## config.mk

```make
export PLATFORM = sky130hd
export DESIGN_NAME = supplemental_light_scheduler
export DESIGN_NICKNAME = d
export VERILOG_FILES = /design/src/design/sls_pkg.sv /design/src/design/sls_interp.sv /design/src/design/sls_window.sv /design/src/design/supplemental_light_scheduler.sv
export SDC_FILE = /design/constraint.sdc
export NUM_CORES = 2
export LEC_CHECK = 0
export BUFFER_PORTS_ARGS = -buffer_cell sky130_fd_sc_hd__buf_2
export CORE_ASPECT_RATIO = 1.4
export CORE_MARGIN = 4
export CORE_UTILIZATION = 40
export CTS_BUF_LIST = sky130_fd_sc_hd__clkbuf_8
export CTS_CLUSTER_DIAMETER = 200
export CTS_CLUSTER_SIZE = 28
export DETAILED_ROUTE_END_ITERATION = 6
export MAX_ROUTING_LAYER = met4
export PLACE_DENSITY = 0.59
export SETUP_SLACK_MARGIN = 0.3
export SKIP_CTS_REPAIR_TIMING = 1
export SLEW_MARGIN = 20
export SYNTH_ARGS = -nofsm -noshare
export SYNTH_HDL_FRONTEND = slang
export SYNTH_SLANG_ARGS = --single-unit
```

## constraint.sdc

```tcl
create_clock -name clk -period 12.3 [get_ports clk]
set_input_delay 2.46 -clock clk [delete_from_list [all_inputs] [get_ports clk]]
set_output_delay 2.46 -clock clk [all_outputs]
set_load 0.05 [all_outputs]
```

## src/design/sls_pkg.sv

```systemverilog
`default_nettype none
package sls_pkg;

  localparam int DayW   = 9;
  localparam int HourW  = 13;
  localparam int EarlyW = 12;
  localparam int MinW   = 13;
  localparam int TabN   = 11;
  localparam int TabIdxW = 4;
  localparam int TabW   = 13;
  localparam int NumW   = 18;

  // register map (word index)
  localparam logic REG_EARLIEST_ON    = 1'b0;
  localparam logic REG_MIN_DAY_LENGTH = 1'b1;

  localparam logic [EarlyW-1:0] EARLY_RESET = 12'd1536;
  localparam logic [MinW-1:0]   MIN_RESET   = 13'd3584;
  localparam logic [EarlyW-1:0] EARLY_LIMIT = 12'd3072;
  localparam logic [EarlyW-1:0] EARLY_CLAMP = 12'd3069;
  localparam logic [MinW-1:0]   MIN_LIMIT   = 13'd6144;
  localparam logic [MinW-1:0]   MIN_CLAMP   = 13'd6141;
  localparam logic [MinW-1:0]   MIN_FLOOR   = 13'd3;

  localparam logic [DayW-1:0] DAYS_PER_YEAR = 9'd365;
  localparam logic [DayW-1:0] SUMMER_FIRST  = 9'd90;
  localparam logic [DayW-1:0] SUMMER_LAST   = 9'd299;
  localparam logic [5:0]      DAY_STEP      = 6'd40;
  // d/40 == (d*205) >> 13 for d < 365
  localparam logic [7:0]      RECIP_STEP    = 8'd205;
  localparam int              RECIP_SHIFT   = 13;
  // x/40 == (x*209716) >> 23 for x < 2^18
  localparam logic [NumW-1:0] DIV_K         = 18'd209716;
  localparam int              DIV_SHIFT     = 23;
  localparam logic [4:0]      ROUND_HALF    = 5'd20;
  localparam logic [TabW-1:0] ONE_HOUR      = 13'd256;

  typedef logic [TabW-1:0] tab_val_t;

  localparam tab_val_t RISE_TAB [TabN] = '{
    13'd2381, 13'd2240, 13'd1929, 13'd1613, 13'd1438, 13'd1523,
    13'd1737, 13'd1958, 13'd2206, 13'd2377, 13'd2274
  };
  localparam tab_val_t SET_TAB [TabN] = '{
    13'd4574, 13'd4809, 13'd5060, 13'd5295, 13'd5483, 13'd5457,
    13'd5197, 13'd4860, 13'd4587, 13'd4557, 13'd4774
  };

  // window arithmetic in 1/512 h, signed
  typedef logic signed [15:0] tm_t;

  typedef struct packed {
    logic             valid;
    logic [TabW-1:0]  rise;
    logic [TabW-1:0]  sunset;
    logic [HourW-1:0] hour;
  } sls_sun_t;

endpackage
`default_nettype wire

```

## src/design/sls_interp.sv

```systemverilog
`default_nettype none
module sls_interp
  import sls_pkg::*;
(
  input  wire logic             clk,
  input  wire logic             rst_n,
  input  wire logic             en,
  input  wire logic             in_valid,
  input  wire logic [DayW-1:0]  in_day,
  input  wire logic [HourW-1:0] in_hour,
  output sls_sun_t              sun
);

  // stage 1: day mod 365, table segment and weight
  logic [DayW:0]       day_sub;
  logic [DayW-1:0]     dm;
  logic [16:0]         idx_prod;
  logic [TabIdxW-1:0]  idx_nxt;
  logic [DayW-1:0]     seg_base;
  logic [DayW-1:0]     w2_full;
  logic [5:0]          w2_nxt;
  logic                adj_nxt;

  logic                v1_r;
  logic [TabIdxW-1:0]  idx_r;
  logic [5:0]          w2_r;
  logic                adj1_r;
  logic [HourW-1:0]    hour1_r;

  assign day_sub  = {1'b0, in_day} - {1'b0, DAYS_PER_YEAR};
  assign dm       = (in_day >= DAYS_PER_YEAR) ? day_sub[DayW-1:0] : in_day;
  assign idx_prod = {8'b0, dm} * {9'b0, RECIP_STEP};
  assign idx_nxt  = idx_prod[RECIP_SHIFT +: TabIdxW];
  assign seg_base = {5'b0, idx_nxt} * {3'b0, DAY_STEP};
  assign w2_full  = dm - seg_base;
  assign w2_nxt   = w2_full[5:0];
  assign adj_nxt  = (dm < SUMMER_FIRST) || (dm > SUMMER_LAST);

  // stage 2: weighted sum of neighbouring samples, plus rounding half
  logic [5:0]          w1;
  logic [TabIdxW-1:0]  idx_hi;
  logic [18:0]         rise_sum;
  logic [18:0]         set_sum;
  logic [NumW-1:0]     rise_num_nxt;
  logic [NumW-1:0]     set_num_nxt;

  logic                v2_r;
  logic [NumW-1:0]     rise_num_r;
  logic [NumW-1:0]     set_num_r;
  logic                adj2_r;
  logic [HourW-1:0]    hour2_r;

  assign w1       = DAY_STEP - w2_r;
  assign idx_hi   = idx_r + 4'd1;
  assign rise_sum = {13'b0, w1} * {6'b0, RISE_TAB[idx_r]}
                  + {13'b0, w2_r} * {6'b0, RISE_TAB[idx_hi]}
                  + {14'b0, ROUND_HALF};
  assign set_sum  = {13'b0, w1} * {6'b0, SET_TAB[idx_r]}
                  + {13'b0, w2_r} * {6'b0, SET_TAB[idx_hi]}
                  + {14'b0, ROUND_HALF};
  assign rise_num_nxt = rise_sum[NumW-1:0];
  assign set_num_nxt  = set_sum[NumW-1:0];

  // stage 3: divide by 40 through reciprocal, seasonal hour shift
  logic [2*NumW-1:0]   rise_q;
  logic [2*NumW-1:0]   set_q;
  logic [TabW-1:0]     rise_nxt;
  logic [TabW-1:0]     set_nxt;

  assign rise_q   = {{NumW{1'b0}}, rise_num_r} * {{NumW{1'b0}}, DIV_K};
  assign set_q    = {{NumW{1'b0}}, set_num_r} * {{NumW{1'b0}}, DIV_K};
  assign rise_nxt = rise_q[DIV_SHIFT +: TabW] - (adj2_r ? ONE_HOUR : '0);
  assign set_nxt  = set_q[DIV_SHIFT +: TabW] - (adj2_r ? ONE_HOUR : '0);

  sls_sun_t sun_r;
  assign sun = sun_r;

  // valid bits are reset, data fields only follow the enable
  always_ff @(posedge clk) begin
    if (!rst_n) begin
      v1_r        <= 1'b0;
      v2_r        <= 1'b0;
      sun_r.valid <= 1'b0;
    end else if (en) begin
      v1_r        <= in_valid;
      v2_r        <= v1_r;
      sun_r.valid <= v2_r;
    end
    if (en) begin
      idx_r        <= idx_nxt;
      w2_r         <= w2_nxt;
      adj1_r       <= adj_nxt;
      hour1_r      <= in_hour;
      rise_num_r   <= rise_num_nxt;
      set_num_r    <= set_num_nxt;
      adj2_r       <= adj1_r;
      hour2_r      <= hour1_r;
      sun_r.rise   <= rise_nxt;
      sun_r.sunset <= set_nxt;
      sun_r.hour   <= hour2_r;
    end
  end

endmodule
`default_nettype wire

```

## src/design/sls_window.sv

```systemverilog
`default_nettype none
module sls_window
  import sls_pkg::*;
(
  input  wire logic              clk,
  input  wire logic              rst_n,
  input  wire logic              en,
  input  sls_sun_t               sun,
  input  wire logic [EarlyW-1:0] early,
  input  wire logic [MinW-1:0]   minlen,
  output logic                   out_valid,
  output logic                   light_on
);

  // stage 4: morning window edges, all in 1/512 h
  tm_t rise_t, set_t, min_t, early2;
  tm_t mon_raw, mon_nxt, rise2, moff_nxt;
  logic deficit_nxt;

  assign rise_t   = tm_t'({3'b0, sun.rise});
  assign set_t    = tm_t'({3'b0, sun.sunset});
  assign min_t    = tm_t'({3'b0, minlen});
  assign early2   = tm_t'({3'b0, early, 1'b0});
  assign rise2    = rise_t <<< 1;
  assign mon_raw  = rise_t + set_t - min_t;
  assign mon_nxt  = (mon_raw < early2) ? early2 : mon_raw;
  assign moff_nxt = (rise2 >= mon_nxt) ? rise2 : mon_nxt;
  assign deficit_nxt = (set_t - rise_t) < min_t;

  logic v4_r, deficit4_r;
  tm_t  mon4_r, moff4_r, eon4_r, nat4_r, min4_r;
  logic [HourW:0] h4_r;

  // stage 5: evening window end
  tm_t lit, eoff_nxt;
  assign lit      = nat4_r + moff4_r - mon4_r;
  assign eoff_nxt = (lit < min4_r) ? eon4_r + min4_r - lit : eon4_r;

  logic v5_r, deficit5_r;
  tm_t  mon5_r, moff5_r, eon5_r, eoff5_r;
  logic [HourW:0] h5_r;

  // stage 6: compare time against both windows
  tm_t h_t;
  logic on_nxt;
  assign h_t    = tm_t'({2'b0, h5_r});
  assign on_nxt = deficit5_r &&
                  (((mon5_r <= h_t) && (h_t < moff5_r)) ||
                   ((eon5_r <= h_t) && (h_t < eoff5_r)));

  always_ff @(posedge clk) begin
    if (!rst_n) begin
      v4_r      <= 1'b0;
      v5_r      <= 1'b0;
      out_valid <= 1'b0;
    end else if (en) begin
      v4_r      <= sun.valid;
      v5_r      <= v4_r;
      out_valid <= v5_r;
    end
  end

  always_ff @(posedge clk) begin
    if (en) begin
      deficit4_r <= deficit_nxt;
      mon4_r     <= mon_nxt;
      moff4_r    <= moff_nxt;
      eon4_r     <= set_t <<< 1;
      nat4_r     <= (set_t - rise_t) <<< 1;
      min4_r     <= min_t <<< 1;
      h4_r       <= {sun.hour, 1'b0};
      deficit5_r <= deficit4_r;
      mon5_r     <= mon4_r;
      moff5_r    <= moff4_r;
      eon5_r     <= eon4_r;
      eoff5_r    <= eoff_nxt;
      h5_r       <= h4_r;
      light_on   <= on_nxt;
    end
  end

endmodule
`default_nettype wire

```

## src/design/supplemental_light_scheduler.sv

```systemverilog
// Supplemental light scheduler: decides per (day, time) transfer whether the lamp is on.
// Throughput: one transfer per cycle while the output is not stalled; six register
// stages (interpolation, /40, windows).
// A stalled output freezes the whole pipeline; in_tready = !out_tvalid || out_tready.
// Reset (rst_n low, synchronous): all stage valid bits cleared, earliest_on = 1536,
// min_day_length = 3584.
`default_nettype none
module supplemental_light_scheduler
  import sls_pkg::*;
(
  input  wire logic        clk,
  input  wire logic        rst_n,
  // input stream
  input  wire logic        in_tvalid,
  output logic             in_tready,
  input  wire logic [23:0] in_tdata,   // [8:0] day_of_year, [21:9] hour_of_day, [23:22] zero
  // result stream
  output logic             out_tvalid,
  input  wire logic        out_tready,
  output logic [7:0]       out_tdata,  // [0] light_on, [7:1] zero
  // configuration
  input  wire logic        cfg_psel,
  input  wire logic        cfg_penable,
  input  wire logic        cfg_pwrite,
  input  wire logic [2:0]  cfg_paddr,
  input  wire logic [31:0] cfg_pwdata,
  output logic [31:0]      cfg_prdata,
  output logic             cfg_pready
);

  // ---------------------------------------------------------------
  // Configuration registers; word index is paddr[2]
  // ---------------------------------------------------------------
  logic [EarlyW-1:0] earliest_on_r;
  logic [MinW-1:0]   min_day_length_r;
  logic              cfg_wr;

  assign cfg_pready = 1'b1;
  assign cfg_wr     = cfg_psel && cfg_penable && cfg_pwrite && cfg_pready;

  always_ff @(posedge clk) begin
    if (!rst_n) begin
      earliest_on_r    <= EARLY_RESET;
      min_day_length_r <= MIN_RESET;
    end else if (cfg_wr) begin
      case (cfg_paddr[2])
        REG_EARLIEST_ON:    earliest_on_r    <= cfg_pwdata[EarlyW-1:0];
        REG_MIN_DAY_LENGTH: min_day_length_r <= cfg_pwdata[MinW-1:0];
        default: ;
      endcase
    end
  end

  always_comb begin
    case (cfg_paddr[2])
      REG_EARLIEST_ON:    cfg_prdata = {20'b0, earliest_on_r};
      REG_MIN_DAY_LENGTH: cfg_prdata = {19'b0, min_day_length_r};
      default:            cfg_prdata = '0;
    endcase
  end

  // Effective values: earliest capped below noon, minimum kept in 0.01..23.99 h
  logic [EarlyW-1:0] early_eff;
  logic [MinW-1:0]   min_eff;

  assign early_eff = (earliest_on_r >= EARLY_LIMIT) ? EARLY_CLAMP : earliest_on_r;
  always_comb begin
    if (min_day_length_r == '0)
      min_eff = MIN_FLOOR;
    else if (min_day_length_r >= MIN_LIMIT)
      min_eff = MIN_CLAMP;
    else
      min_eff = min_day_length_r;
  end

  // ---------------------------------------------------------------
  // Pipeline: whole chain advances unless a result is held
  // ---------------------------------------------------------------
  logic     adv;
  logic     light_on;
  sls_sun_t sun;

  assign adv       = !out_tvalid || out_tready;
  assign in_tready = adv;

  sls_interp u_interp (
    .clk      (clk),
    .rst_n    (rst_n),
    .en       (adv),
    .in_valid (in_tvalid),
    .in_day   (in_tdata[DayW-1:0]),
    .in_hour  (in_tdata[DayW +: HourW]),
    .sun      (sun)
  );

  sls_window u_window (
    .clk       (clk),
    .rst_n     (rst_n),
    .en        (adv),
    .sun       (sun),
    .early     (early_eff),
    .minlen    (min_eff),
    .out_valid (out_tvalid),
    .light_on  (light_on)
  );

  assign out_tdata = {7'b0, light_on};

  // ---------------------------------------------------------------
  // Checks
  // ---------------------------------------------------------------
  a_hold_blocks_input: assert property (@(posedge clk) disable iff (!rst_n)
    (out_tvalid && !out_tready) |-> !in_tready)
    else $error("input taken while result held");

  a_early_write: assert property (@(posedge clk) disable iff (!rst_n)
    (cfg_wr && cfg_paddr[2] == REG_EARLIEST_ON) |=>
      (earliest_on_r == $past(cfg_pwdata[EarlyW-1:0])))
    else $error("earliest_on write lost");

  a_eff_range: assert property (@(posedge clk) disable iff (!rst_n)
    (early_eff < EARLY_LIMIT) && (min_eff >= MIN_FLOOR) && (min_eff <= MIN_CLAMP))
    else $error("effective config out of range");

  a_stall_freezes: assert property (@(posedge clk) disable iff (!rst_n)
    (out_tvalid && !out_tready) |=> $stable(sun))
    else $error("pipeline moved during stall");

endmodule
`default_nettype wire
```

==> impl_metrics.json <==
{
  "routed_wl_mm": 85.0,
  "cts_tree": "yes",
  "grt_pass1_wl_mm": 136,
  "cts.clk_slew.worst_paths_ns": 0.20,
  "wl_per_cell_um": 17.1,
  "avgSynthCellArea_um2": 10.2,
  "start_util_pct": 40.2,
  "grt_use_total_pct": 17.9,
  "row_count": 133,
  "hold_viol_final": 0,
  "via_count": 24600,
  "gr-total-overflow": 0,
  "crit_fanout": 7,
  "drc": 0,
  "synthTopCellsByArea": "fa_1 (24%), edfxtp_1 (22%), ha_1 (21%)",
  "netlist_area_um2": 37700,
  "antenna_found_initial": 8,
  "worstSkewPairLatency_ns": 0.62,
  "ys.flop_type": "edfxtp_1",
  "h-tree-depth": 1,
  "synth_cell_types": 89,
  "synth-seq-cells": 306,
  "vias_per_cell": 4.97,
  "reg2reg_from": "min_day_length_r[11]$_SDFFE_PN1P_",
  "cp.arrival_ns": 9.14,
  "max_slew_margin_pct": 23.2,
  "crit_family": "adder cells",
  "cts_buffers": 14,
  "fill_cells": 9177,
  "setup_tns_ns": 0,
  "worst_pin_slew_ns": 1.15,
  "grt_pass1_vias": 26500,
  "cts-root-buf": "clkbuf_8",
  "outcome": "completed",
  "ios": 109,
  "chipHeight_um": 371,
  "yosys.area.top_type": "fa_1",
  "detail-route-antenna-nets": 0,
  "yosysSeqAreaShare_pct": 23.6,
  "gp_congestion": 0.928,
  "ff_latch_area_um2": 8880,
  "crit_path_end_kind": "flop",
  "nNetsFinal": 4879,
  "skew_ns": 0.0459,
  "port_buffers": 58,
  "slew_violations": 0,
  "crit_type": "in -> reg",
  "hp-start": "u_interp.hour1_r[1]$_DFFE_PP_",
  "cts.path.max_buffers": 3,
  "area_growth_pct": 4.94,
  "netlist.area_leader.share_pct": 23.5,
  "core_area_um2": 93700,
  "dpl.hpwl_mm": 72.6,
  "finalSetupViolations": 0,
  "worst_ep_required_time_ns": 12.70,
  "multiInputGateArea_um2": 25400,
  "drt-initial-drc-count": 966,
  "critPathLaunchType": "input port",
  "synthCells": 3706,
  "synth_edf_count": 275,
  "critical-path-max-stage-delay_ns": 0.54,
  "post-route-period-util_pct": 71.1,
  "cts_sinks": 306,
  "fp.dieArea_um2": 99300,
  "grt_max_degree": 144,
  "async_flop_share_pct": 0,
  "cap_violations": 0,
  "first_pass_iters": 5,
  "die_w_um": 267,
  "fmax_mhz": 114,
  "cp_num_buf_inv": 5,
  "crit_start": "in_tdata[1]",
  "rsz0062_at_grt": "false",
  "hold_class": "reg -> reg",
  "layout-drive-gt1-share_pct": 4.23,
  "critPathSlowestCell": "fa_1",
  "min_period_ns": 8.74,
  "ys_warn_count": 0
}
==> per-stage QoR <==
step	util [%]	instance area, um2	worst slack [ns]	hold slack (ns)	std cells
after floorplan	-	37800	3.55	0.400	3732
after global placement	41.9	39300	2.90	0.402	4927
after detailed placement	41.9	39300	2.83	0.405	4927
after CTS	42.2	39500	3.56	0.434	4951
after global routing	42.2	39500	3.12	0.435	4957
final	42.2	39600	3.56	0.432	4958
==> cell families (layout without fill, tap and decap cells) <==
| family | count (synthesis) | in the layout | share of synthesized area, % |
|---|---|---|---|
| other | 2 | 35 | 0.0199 |
| DFF | 306 | 306 | 23.6 |
| and+or+nand+nor | 735 | 735 | 9.14 |
| AOI/OAI and AO/OA | 456 | 456 | 7.94 |
| buffers and inverters | 915 | 919 | 9.43 |
| xor gates and xnor gates | 161 | 161 | 3.74 |
| adders and majority gates | 1085 | 1085 | 44.8 |
| muxes | 46 | 46 | 1.32 |
==> cells in the mapped netlist (6+ instances only) <==
cell type    n
a211oi_1    10
a21boi_0    25
a21o_1      44
a21oi_1    134
a31oi_1      8
and2_1      86
and3_1       7
buf_4       28
clkbuf_1    64
dfxtp_1     31
edfxtp_1   275
fa_1       443
ha_1       642
inv_1      816
mux2_2      27
mux2i_1     18
nand2_1    308
nand2b_1    24
nand3_1     35
nand4_1     15
nor2_1     143
nor2b_1     28
nor3_1      42
nor4_1       6
o211ai_1    10
o21a_1      33
o21ai_0     90
o21ai_1      6
o21bai_1    26
o31ai_1      7
or3_1        9
xnor2_1    121
xor2_1      40
==> state kept, by name, summed over array words and instances (netlist names), 6 cells and up <==
| name | flops |
|---|---|
| u_interp.sun | 40 |
| u_interp.rise_num_r | 18 |
| u_interp.set_num_r | 18 |
| u_window.eoff5_r | 16 |
| u_window.moff4_r | 16 |
| u_window.moff5_r | 16 |
| u_window.mon4_r | 16 |
| u_window.mon5_r | 16 |
| u_window.nat4_r | 14 |
| min_day_length_r | 13 |
| u_interp.hour1_r | 13 |
| u_interp.hour2_r | 13 |
| u_window.eon4_r | 13 |
| u_window.eon5_r | 13 |
| u_window.h4_r | 13 |
| u_window.h5_r | 13 |
| u_window.min4_r | 13 |
| earliest_on_r | 12 |
| u_interp.w2_r | 6 |
==> worst reg2reg max path: cells and delay by family, from the launching register on <==
| family | cells | cell delay (ns) |
|---|---|---|
| fa+ha+maj | 5 | 1.47 |
| xor+xnor | 1 | 0.24 |
| flops | 1 | 0.61 |
| compound gates | 16 | 3.30 |
| buf+inv | 2 | 0.61 |
| simple gates | 9 | 1.57 |
| mux | 1 | 0.35 |
==> area by class of cell <==
| class | instances | share of cell area, % |
|---|---|---|
| multi-input combinational | 2511 | 64.1 |
| sequential | 306 | 22.4 |
| inverter | 818 | 7.76 |
| tap | 1215 | 3.84 |
| timing repair buffer | 77 | 1.13 |
| clock buffer | 16 | 0.557 |
| clock inverter | 8 | 0.0759 |
| antenna | 7 | 0.0443 |
==> final timing paths <==
kind	to	slack, ns	cells after the start
hold / removal	u_interp.hour2_r[1]$_DFFE_PP_	0.43	0
hold reg to reg	u_interp.hour2_r[1]$_DFFE_PP_	0.43	0
setup reg to reg	u_window.moff4_r[13]$_DFFE_PP_	3.89	34
setup / recovery	u_interp.w2_r[5]$_DFFE_PP_	3.56	30
==> layout by cell type (no fill, tap or decap), types with 7 or more instances in the layout <==
cell / synthesis / final
a31oi_1: 8 / 8
ha_1: 642 / 642
a211oi_1: 10 / 10
buf_2: 0 / 58
a21o_1: 44 / 44
nor3_1: 42 / 42
nand3_1: 35 / 35
a21boi_0: 25 / 25
nand4_1: 15 / 15
xnor2_1: 121 / 120
nor2b_1: 28 / 28
nand2_1: 308 / 308
o21bai_1: 26 / 26
and2_1: 86 / 86
buf_4: 28 / 18
inv_1: 816 / 824
or3_1: 9 / 9
mux2_2: 27 / 27
a21oi_1: 134 / 134
diode_2: 0 / 7
conb_1: 2 / 28
o211ai_1: 10 / 10
nor2_1: 143 / 143
o21ai_0: 90 / 90
edfxtp_1: 275 / 275
o21a_1: 33 / 33
clkbuf_8: 0 / 16
xor2_1: 40 / 40
dfxtp_1: 31 / 31
and3_1: 7 / 7
mux2i_1: 18 / 18
nand2b_1: 24 / 23
fa_1: 443 / 443
o31ai_1: 7 / 7
==> layer usage <==
| metal | GRT usage (%) | part of all wire [%] | up-vias |
|---|---|---|---|
| met3 | 2.09 | 3.4 | 158 |
| met5 | - | 0 | - |
| met2 | 34.4 | 55 | 352 |
| met4 | 6.61 | 4.4 | 0 |
| met1 | 18.8 | 37 | 12100 |
| li1 | - | - | 12000 |
Power is left out: the tool's default activity adds up to more than one toggle a clock period on the data nets, which glitch-free logic cannot reach.
